### config.mk
export PLATFORM = sky130hd
export DESIGN_NAME = four_bit_booth_restoring_alu_core
export DESIGN_NICKNAME = d
export VERILOG_FILES = /design/src/hw/rtl/fbra_pkg.sv /design/src/hw/rtl/fbra_prep.sv /design/src/hw/rtl/fbra_cell.sv /design/src/hw/rtl/fbra_out.sv /design/src/hw/rtl/four_bit_booth_restoring_alu_core.sv
export SDC_FILE = /design/constraint.sdc
export NUM_CORES = 1
export LEC_CHECK = 0
export ABC_AREA = 0
export BUFFER_PORTS_ARGS = -buffer_cell sky130_fd_sc_hd__buf_2
export CAP_MARGIN = 20
export CORE_MARGIN = 10
export CORE_UTILIZATION = 60
export CTS_CLUSTER_DIAMETER = 200
export CTS_CLUSTER_SIZE = 16
export DETAILED_ROUTE_END_ITERATION = 8
export PLACE_DENSITY = 0.89
export SLEW_MARGIN = 10
export SYNTH_ARGS = -nofsm -noshare
export SYNTH_HDL_FRONTEND = slang
export SYNTH_HIERARCHICAL = 1
export SYNTH_SLANG_ARGS = --single-unit
### constraint.sdc
create_clock -name clk -period 3.6 [get_ports clk]
set_clock_uncertainty 0.2 [all_clocks]
set_input_delay 0.72 -clock clk [delete_from_list [all_inputs] [get_ports clk]]
set_output_delay 0.72 -clock clk [all_outputs]
set_load 0.005 [all_outputs]
### src/hw/rtl/fbra_pkg.sv
`default_nettype none
// ----------------------------------------------------------------------------
// fbra_pkg - shared types for the four-bit Booth / restoring ALU
// Command codes and the control word that travels down the step chain.
// ----------------------------------------------------------------------------
package fbra_pkg;

	// operation codes, as carried on the command port
	typedef enum logic [1:0] {
		CMD_ADD = 2'd0,
		CMD_SUB = 2'd1,
		CMD_MUL = 2'd2,
		CMD_DIV = 2'd3
	} cmd_t;

	// control word handed from cell to cell alongside the data
	typedef struct packed {
		cmd_t cmd;
		logic qprev;   // Booth: multiplier bit shifted out last step
		logic sign_q;  // divide: quotient is negative
		logic sign_r;  // divide: remainder is negative
		logic carry;   // add: carry out of the top bit
	} ctl_t;

endpackage
`default_nettype wire

### src/hw/rtl/fbra_prep.sv
`default_nettype none
// ----------------------------------------------------------------------------
// fbra_prep - operand preparation stage
// Seeds the step chain: add/sub done here, Booth and divide registers loaded,
// divide operands folded to magnitudes with their signs kept aside.
// ----------------------------------------------------------------------------
module fbra_prep
	import fbra_pkg::*;
#(
	parameter int W = 4
) (
	input  wire logic         clk,
	input  wire logic         arst_n,
	input  wire logic         in_valid,
	output logic              in_ready,
	input  wire logic [1:0]   cmd_in,
	input  wire logic [W-1:0] a_in,
	input  wire logic [W-1:0] b_in,
	output logic              out_valid,
	input  wire logic         out_ready,
	output logic [W-1:0]      acc_out,
	output logic [W-1:0]      q_out,
	output logic [W-1:0]      m_out,
	output ctl_t              ctl_out
);

	logic         valid_q;
	logic [W-1:0] acc_q, q_q, m_q;
	ctl_t         ctl_q;

	logic [W:0]   sum;
	logic [W-1:0] mag_a, mag_b;
	logic [W-1:0] acc_d, q_d, m_d;
	ctl_t         ctl_d;

	assign in_ready = !valid_q || out_ready;

	// seed values per command
	always_comb begin
		sum   = {1'b0, a_in} + {1'b0, b_in};
		mag_a = a_in[W-1] ? ({W{1'b0}} - a_in) : a_in;
		mag_b = b_in[W-1] ? ({W{1'b0}} - b_in) : b_in;
		acc_d = {W{1'b0}};
		q_d   = {W{1'b0}};
		m_d   = {W{1'b0}};
		ctl_d = '0;
		ctl_d.cmd = cmd_t'(cmd_in);
		case (cmd_t'(cmd_in))
			CMD_ADD: begin
				acc_d       = sum[W-1:0];
				ctl_d.carry = sum[W];
			end
			CMD_SUB: begin
				acc_d = a_in - b_in;
			end
			CMD_MUL: begin
				q_d = b_in;
				m_d = a_in;
			end
			CMD_DIV: begin
				q_d          = mag_a;
				m_d          = mag_b;
				ctl_d.sign_q = a_in[W-1] ^ b_in[W-1];
				ctl_d.sign_r = a_in[W-1];
			end
			default: begin
				acc_d = {W{1'b0}};
			end
		endcase
	end

	// stage valid
	always_ff @(posedge clk or negedge arst_n) begin
		if (!arst_n) begin
			valid_q <= 1'b0;
		end else if (in_ready) begin
			valid_q <= in_valid;
		end
	end

	// stage payload
	always_ff @(posedge clk) begin
		if (in_valid && in_ready) begin
			acc_q <= acc_d;
			q_q   <= q_d;
			m_q   <= m_d;
			ctl_q <= ctl_d;
		end
	end

	assign out_valid = valid_q;
	assign acc_out   = acc_q;
	assign q_out     = q_q;
	assign m_out     = m_q;
	assign ctl_out   = ctl_q;

endmodule
`default_nettype wire

### src/hw/rtl/fbra_cell.sv
`default_nettype none
// ----------------------------------------------------------------------------
// fbra_cell - one step of the multiply / divide chain
// Performs a single radix-2 Booth step or a single restoring divide step,
// and passes add/sub results through untouched.
// ----------------------------------------------------------------------------
module fbra_cell
	import fbra_pkg::*;
#(
	parameter int W = 4
) (
	input  wire logic         clk,
	input  wire logic         arst_n,
	input  wire logic         in_valid,
	output logic              in_ready,
	input  wire logic [W-1:0] acc_in,
	input  wire logic [W-1:0] q_in,
	input  wire logic [W-1:0] m_in,
	input  wire ctl_t         ctl_in,
	output logic              out_valid,
	input  wire logic         out_ready,
	output logic [W-1:0]      acc_out,
	output logic [W-1:0]      q_out,
	output logic [W-1:0]      m_out,
	output ctl_t              ctl_out
);

	logic         valid_q;
	logic [W-1:0] acc_q, q_q, m_q;
	ctl_t         ctl_q;

	logic [W-1:0] booth_acc, shl_acc, trial;
	logic [W-1:0] acc_d, q_d;
	ctl_t         ctl_d;

	assign in_ready = !valid_q || out_ready;

	// step logic
	always_comb begin
		booth_acc = acc_in;
		shl_acc   = {acc_in[W-2:0], q_in[W-1]};
		trial     = shl_acc - m_in;
		acc_d     = acc_in;
		q_d       = q_in;
		ctl_d     = ctl_in;
		case (ctl_in.cmd)
			CMD_MUL: begin
				// 10 subtracts, 01 adds, then arithmetic shift of {acc, q}
				if (q_in[0] && !ctl_in.qprev) begin
					booth_acc = acc_in - m_in;
				end else if (!q_in[0] && ctl_in.qprev) begin
					booth_acc = acc_in + m_in;
				end
				ctl_d.qprev = q_in[0];
				q_d         = {booth_acc[0], q_in[W-1:1]};
				acc_d       = {booth_acc[W-1], booth_acc[W-1:1]};
			end
			CMD_DIV: begin
				// shift, trial subtract, restore when negative
				if (trial[W-1]) begin
					acc_d = shl_acc;
					q_d   = {q_in[W-2:0], 1'b0};
				end else begin
					acc_d = trial;
					q_d   = {q_in[W-2:0], 1'b1};
				end
			end
			default: begin
				acc_d = acc_in;
			end
		endcase
	end

	// stage valid
	always_ff @(posedge clk or negedge arst_n) begin
		if (!arst_n) begin
			valid_q <= 1'b0;
		end else if (in_ready) begin
			valid_q <= in_valid;
		end
	end

	// stage payload
	always_ff @(posedge clk) begin
		if (in_valid && in_ready) begin
			acc_q <= acc_d;
			q_q   <= q_d;
			m_q   <= m_in;
			ctl_q <= ctl_d;
		end
	end

	assign out_valid = valid_q;
	assign acc_out   = acc_q;
	assign q_out     = q_q;
	assign m_out     = m_q;
	assign ctl_out   = ctl_q;

endmodule
`default_nettype wire

### src/hw/rtl/fbra_out.sv
`default_nettype none
// ----------------------------------------------------------------------------
// fbra_out - result formatting and output register
// Applies the divide sign fix-ups, packs the product and holds the result
// until the receiver takes the transfer.
// ----------------------------------------------------------------------------
module fbra_out
	import fbra_pkg::*;
#(
	parameter int W = 4
) (
	input  wire logic         clk,
	input  wire logic         arst_n,
	input  wire logic         in_valid,
	output logic              in_ready,
	input  wire logic [W-1:0] acc_in,
	input  wire logic [W-1:0] q_in,
	input  wire ctl_t         ctl_in,
	output logic              out_valid,
	input  wire logic         out_ready,
	output logic [2*W-1:0]    result_value,
	output logic [W-1:0]      remainder,
	output logic              carry_out
);

	logic           valid_q;
	logic [2*W-1:0] res_q;
	logic [W-1:0]   rem_q;
	logic           carry_q;

	logic [2*W-1:0] res_d;
	logic [W-1:0]   rem_d, quot;
	logic           carry_d;

	assign in_ready = !valid_q || out_ready;

	// format per command
	always_comb begin
		quot    = ctl_in.sign_q ? ({W{1'b0}} - q_in) : q_in;
		res_d   = {{W{1'b0}}, acc_in};
		rem_d   = {W{1'b0}};
		carry_d = 1'b0;
		case (ctl_in.cmd)
			CMD_ADD: begin
				carry_d = ctl_in.carry;
			end
			CMD_SUB: begin
				res_d = {{W{1'b0}}, acc_in};
			end
			CMD_MUL: begin
				res_d = {acc_in, q_in};
			end
			CMD_DIV: begin
				res_d = {{W{1'b0}}, quot};
				rem_d = ctl_in.sign_r ? ({W{1'b0}} - acc_in) : acc_in;
			end
			default: begin
				res_d = {{W{1'b0}}, acc_in};
			end
		endcase
	end

	// output valid
	always_ff @(posedge clk or negedge arst_n) begin
		if (!arst_n) begin
			valid_q <= 1'b0;
		end else if (in_ready) begin
			valid_q <= in_valid;
		end
	end

	// output payload
	always_ff @(posedge clk) begin
		if (in_valid && in_ready) begin
			res_q   <= res_d;
			rem_q   <= rem_d;
			carry_q <= carry_d;
		end
	end

	assign out_valid    = valid_q;
	assign result_value = res_q;
	assign remainder    = rem_q;
	assign carry_out    = carry_q;

endmodule
`default_nettype wire

### src/hw/rtl/four_bit_booth_restoring_alu_core.sv
`default_nettype none
// ----------------------------------------------------------------------------
// four_bit_booth_restoring_alu_core - pipelined add/sub/Booth/divide ALU
// One command and two operands in, one result out per transfer.
// ----------------------------------------------------------------------------
// Usage:
//   Input channel  : in_valid/in_ready with command, operand_a, operand_b.
//   Output channel : out_valid/out_ready with result_value, remainder,
//                    carry_out.
//   The operands pass a preparation stage, a chain of DATA_WIDTH step cells
//   (one Booth or restoring step each) and a formatting/output register.
//   out_valid rises once the operation has been registered in turn in the
//   preparation stage, in every step cell and in the output register; one
//   item is accepted every cycle while no stall backs the chain up, the
//   rate being set by the cell chain, which advances one step per cycle.
//   Every stage has its own valid bit, so a stalled receiver only holds the
//   output register; empty stages behind it keep filling, and in_ready drops
//   once the whole chain is full. Results leave in input order.
//   Reset clears all valid bits; in_ready is held low until the first clock
//   after arst_n is released.
// ----------------------------------------------------------------------------
module four_bit_booth_restoring_alu_core
	import fbra_pkg::*;
#(
	parameter int DATA_WIDTH = 4
) (
	input  wire logic                    clk,
	input  wire logic                    arst_n,
	input  wire logic                    in_valid,
	output logic                         in_ready,
	input  wire logic [1:0]              command,
	input  wire logic signed [DATA_WIDTH-1:0] operand_a,
	input  wire logic signed [DATA_WIDTH-1:0] operand_b,
	output logic                         out_valid,
	input  wire logic                    out_ready,
	output logic [2*DATA_WIDTH-1:0]      result_value,
	output logic [DATA_WIDTH-1:0]        remainder,
	output logic                         carry_out
);

	localparam int W = DATA_WIDTH;

	logic         rst_done_q;
	logic         prep_ready;

	// chain links: index 0 is the prep stage output, index W the last cell
	logic         lnk_valid [0:W];
	logic         lnk_ready [0:W];
	logic [W-1:0] lnk_acc   [0:W];
	logic [W-1:0] lnk_q     [0:W];
	logic [W-1:0] lnk_m     [0:W];
	ctl_t         lnk_ctl   [0:W];

	// hold off input transfers until out of reset
	always_ff @(posedge clk or negedge arst_n) begin
		if (!arst_n) begin
			rst_done_q <= 1'b0;
		end else begin
			rst_done_q <= 1'b1;
		end
	end

	assign in_ready = prep_ready && rst_done_q;

	// operand preparation
	fbra_prep #(.W(W)) u_prep (
		.clk       (clk),
		.arst_n    (arst_n),
		.in_valid  (in_valid && rst_done_q),
		.in_ready  (prep_ready),
		.cmd_in    (command),
		.a_in      ($unsigned(operand_a)),
		.b_in      ($unsigned(operand_b)),
		.out_valid (lnk_valid[0]),
		.out_ready (lnk_ready[0]),
		.acc_out   (lnk_acc[0]),
		.q_out     (lnk_q[0]),
		.m_out     (lnk_m[0]),
		.ctl_out   (lnk_ctl[0])
	);

	// step cells
	for (genvar i = 0; i < W; i++) begin : g_cell
		fbra_cell #(.W(W)) u_cell (
			.clk       (clk),
			.arst_n    (arst_n),
			.in_valid  (lnk_valid[i]),
			.in_ready  (lnk_ready[i]),
			.acc_in    (lnk_acc[i]),
			.q_in      (lnk_q[i]),
			.m_in      (lnk_m[i]),
			.ctl_in    (lnk_ctl[i]),
			.out_valid (lnk_valid[i+1]),
			.out_ready (lnk_ready[i+1]),
			.acc_out   (lnk_acc[i+1]),
			.q_out     (lnk_q[i+1]),
			.m_out     (lnk_m[i+1]),
			.ctl_out   (lnk_ctl[i+1])
		);
	end

	// result formatting and output register
	fbra_out #(.W(W)) u_out (
		.clk          (clk),
		.arst_n       (arst_n),
		.in_valid     (lnk_valid[W]),
		.in_ready     (lnk_ready[W]),
		.acc_in       (lnk_acc[W]),
		.q_in         (lnk_q[W]),
		.ctl_in       (lnk_ctl[W]),
		.out_valid    (out_valid),
		.out_ready    (out_ready),
		.result_value (result_value),
		.remainder    (remainder),
		.carry_out    (carry_out)
	);

endmodule
`default_nettype wire

* Word level (Yosys, flattened, before mapping)
Cells that the tools add are included.
** Word-level totals
- Output and inout bits :: 15
- Register bits after elaboration :: 104
- Word-level logic and storage cells :: 145
- Input bits :: 14
** Cells by class
- Add/sub/neg operators :: 17
- Bitwise operators :: 1
- Reduce and logical (&&, ||, !) cells :: 34
- Equal/unequal tests :: 13
- Muxes and demuxes :: 33
** Operators by type and width (number)
- $pmux 4 s2 :: 11
- $mux 4 :: 15
- $sub 4x4->4 :: 9
- $eq 2x2->1 const B :: 12
- $pmux 8 s2 :: 1
- $sub 1x4->4 const A :: 4
- $logic_and 1x1->1 :: 14
- $add 4x4->4 :: 3
- $logic_not 1->1 :: 12
- $logic_or 1x1->1 :: 6
- $mux 1 :: 6
- $add 4x4->5 :: 1
- $logic_not 2->1 :: 2
- $eq 2x1->1 const B :: 1
- $xor 1x1->1 :: 1

* Longest topological paths before layout
- Depth in word-level cells :: 8
- Gate-level depth with buffers :: 9

* Modules after synthesis
The synthesis kept the hierarchy.
** By module, submodules not included
- fbra_cell at g_cell[1].u_cell ... :: cells an instance 120, area each 1307.5 sq um, sequential area each 565.5 sq um, instances 3
- fbra_cell at g_cell[0].u_cell :: cells an instance 119, area each 1302.5 sq um, sequential area each 565.5 sq um, instances 1
- fbra_prep :: cells an instance 91, area each 1084.8 sq um, sequential area each 535.5 sq um, instances 1
- fbra_out :: cells an instance 54, area each 668.1 sq um, sequential area each 415.4 sq um, instances 1
- four_bit_booth_restoring_alu_core :: cells an instance 4, area each 41.3 sq um, sequential area each 25.0 sq um, instances 1

* Least setup slack after synthesis
No wires, ideal clock.
- Kind :: input-to-output
- From :: input out_ready
- To :: output in_ready
- Stages :: 7
- Arrival time :: 1793 ps
- Slack :: 887 ps
- Data required time :: 2680 ps
- Cells stage by stage :: nand2b_1 -> nand2b_1 -> nand2b_1 -> nand2b_1 -> nand2b_1 -> nand2b_1 -> and2_1
** RTL lines
- start: declaration :: line four_bit_booth_restoring_alu_core.sv:35 : input wire logic out_ready,
- end: declaration :: line four_bit_booth_restoring_alu_core.sv:30 : output logic in_ready,

==> key figures <==
Worst setup path
  – Flop-to-flop setup slack: ~0.72 ns
  – Worst path most repeated cell: nand2b_1
  – Crit Reg-Reg Startpoint: g_cell[2].u_cell/acc_out[1]$_DFFE_PP_
  – Crit end category: output port
  – Startpoint types: primary input
  – Largest stage delay, worst path: around 0.19 ns
  – Path depth of the worst reg2reg path: 6
  – Crit path buffers/inverters: 2
  – RR Endpoint: g_cell[3].u_cell/acc_out[2]$_DFFE_PP_
  – WP data required: between 2 and 3 ns
  – Critical Path Fanout Max: 3
  – Slowest cell on crit path: nand2b_1
  – Crit Path Class: primary input to output port
  – Crit path max-delay family: simple AND/OR/NAND/NOR gates
  – Critical-path cell list: buf_2 -> nand2b_1 -> nand2b_1 -> nand2b_1 -> nand2b_1 -> nand2b_1 -> nand2b_1 -> and2_1 -> buf_2
  – Crit path DAT: 2.14 ns

Placed design
  – HPWL after DPL: between 10000 and 15000 µm
  – DP Worst Slack: between 0.5 and 0.6 ns
  – I/O Buffers: 28
  – GPL Wtd Cong: about 0.93

Drt
  – Number of vias per cell: about 6.1
  – Wire per inst: 16.9 µm
  – Antenna viol nets, final: 0
  – Drt pass-1 iters: 5
  – DR vias: approximately 5000
  – DRC viols: 0
  – Routed WL: about 13000 µm
  – 1st-iter DRT viols: about 330

Timing
  – Setup WS post-layout: approximately 0.54 ns
  – Post-route setup TNS: 0 ns
  – Max-Slew Margin vs Limit: roughly 46%
  – Fin. Hold Viols: 0
  – Slew @ Worst Pin: 0.808 ns
  – RSZ-0062 raised after global routing: no
  – Slew Viols, Final: 0
  – Post-route minimum period: just over 3 ns
  – Highest clock rate: ~330 MHz
  – Part of the cycle the worst path needs: 85.1%
  – Final setup violation count: 0

Pwr
  – Max VDD drop: approximately 280 µV
  – Switching share of power: about a quarter
  – Sw power: about 0.76 mW
  – Leak pwr: between 3 and 4 nW
  – Logic pwr share: between 10% and 20%
  – Pwr/cell area: around 380 nW/µm²
  – Sequential Power Share: between 50 and 60%
  – Internal power: around 2.1 mW
  – Clock power share: ~34%

Global route
  – Total track usage: 16.6%
  – Initial antenna violation count: 0
  – Largest net degree at the start of global routing: 24
  – First-pass GRT wire length: ~23000 µm
  – Number of global-route vias before repair: 4835
  – Congestion Overflow GR: 0

CTS
  – Worst-path clk slew: around 0.070 ns
  – CTS tree: built
  – # H-tree levels: 3
  – Num Clock Sinks: about 100
  – Num CTS Buffers: 9
  – Clk Tree Root Cell: clkbuf_16
  – Clk_lat worst skew: 0.33 ns
  – Longest Clk Path Bufs: 2

Flow run
  – Max cap viols: 0

Worst hold path
  – Hold Path Class: flop to flop
  – WHS Path Cells: 0
  – Hold endpoint: g_cell[2].u_cell/ctl_out[2]$_DFFE_PP_
  – Hold Path Origin: g_cell[1].u_cell/ctl_out[2]$_DFFE_PP_

Yosys
  – Synth Cell Area: around 6900 µm²
  – Cells after Synth: between 600 and 700
  – Yosys warns: 6
  – Avg Cell Area, Syn: 11.0 µm²
  – Net count after synthesis: between 600 and 700

Status
  – Status: finished, final reports clean

Floorplan
  – Chip height: approximately 130 µm
  – Die area: approximately 16000 µm²
  – Die W: approximately 130 µm
  – Rows: 38
  – Io pins: 29
  – Core Area: approximately 11000 µm²
  – Initial Util: approximately 62%

Finish
  – Share of cells above drive strength 1: between 10 and 15%
  – Antenna Cells: 0
  – P&R area growth vs syn: 8.02%
  – Nets: just over 700
-- placed cells by master, fill, tap and decap left out, types with 5 or more instances in the layout --
cell type	n
xor2_1	8
ha_1	47
nand3b_1	9
mux2i_1	18
clkbuf_16	9
a211oi_1	8
fa_1	14
o22ai_1	12
nor2_1	44
edfxtp_1	97
nand3_1	8
nand4b_1	5
buf_2	28
nand2_1	28
and2_1	13
inv_1	65
a31oi_1	8
nand2b_1	23
o21ai_0	26
nor3_1	7
nor3b_1	5
o21ai_1	7
dfrtp_1	7
xnor2_1	11
o211ai_1	6
a21oi_1	29
nor2b_1	16
-- worst max path at each step --
stage                          from       end  slack (ns)  cells after the start
after floorplan           out_ready  in_ready        0.89                      7
after global placement    out_ready  in_ready        0.62                      9
after detailed placement  out_ready  in_ready        0.55                      9
after CTS                 out_ready  in_ready        0.53                      9
after global routing      out_ready  in_ready        0.45                      9
final                     out_ready  in_ready        0.54                      9
-- layout make-up --
class	instances	area [µm²]
clock buffer	9	225
clock inverter	7	77.6
fill	787	3620
inverter	68	255
multi-input combinational	432	3420
sequential	104	3090
tap	140	175
timing repair buffer	31	165
-- sequential cells by signal, indices dropped and copies added (netlist names), 5 cells and up --
signal	flops
g_cell.u_cell/ctl_out	23
u_out/result_value	8
u_prep/ctl_out	5
g_cell.u_cell/acc_out	16
g_cell.u_cell/m_out	12
g_cell.u_cell/q_out	16
-- metal layers --
layer  vias to the layer above  GRT usage, %  part of all wire (%)
li1                       2329             -                     -
met1                      2351          18.3                    40
met2                       159          30.8                    53
met3                        25          3.12                   4.0
met4                         0          6.03                   2.4
met5                         -             0                     0
-- power groups by stage --
stage | combinational, mW | sequential, mW | clock, mW
6_report | 0.411 | 1.46 | 0.962
5_1_grt | 0.456 | 1.47 | 1.04
4_1_cts | 0.408 | 1.46 | 0.980
3_5_place_dp | 0.403 | 1.49 | 0
3_3_place_gp | 0.377 | 1.48 | 0
2_1_floorplan | 0.315 | 1.46 | 0
-- stage by stage --
stage	hold slack, ns	power (mW)	util, %	area, µm²	instances
floorplan	0.200	1.77	-	6860	621
global placement	0.201	1.86	64.3	7100	774
detailed placement	0.210	1.89	64.3	7100	774
CTS	0.226	2.85	67.2	7410	791
global route	0.227	2.96	67.2	7410	791
finish	0.225	2.83	67.2	7410	791
-- repair_timing --
item	4_1_cts	5_1_grt
hold endpoints to repair	7	0
hold buffers	1	0
resized for setup	0	0
setup buffers	0	0
Power figures use the tool's default switching activity.
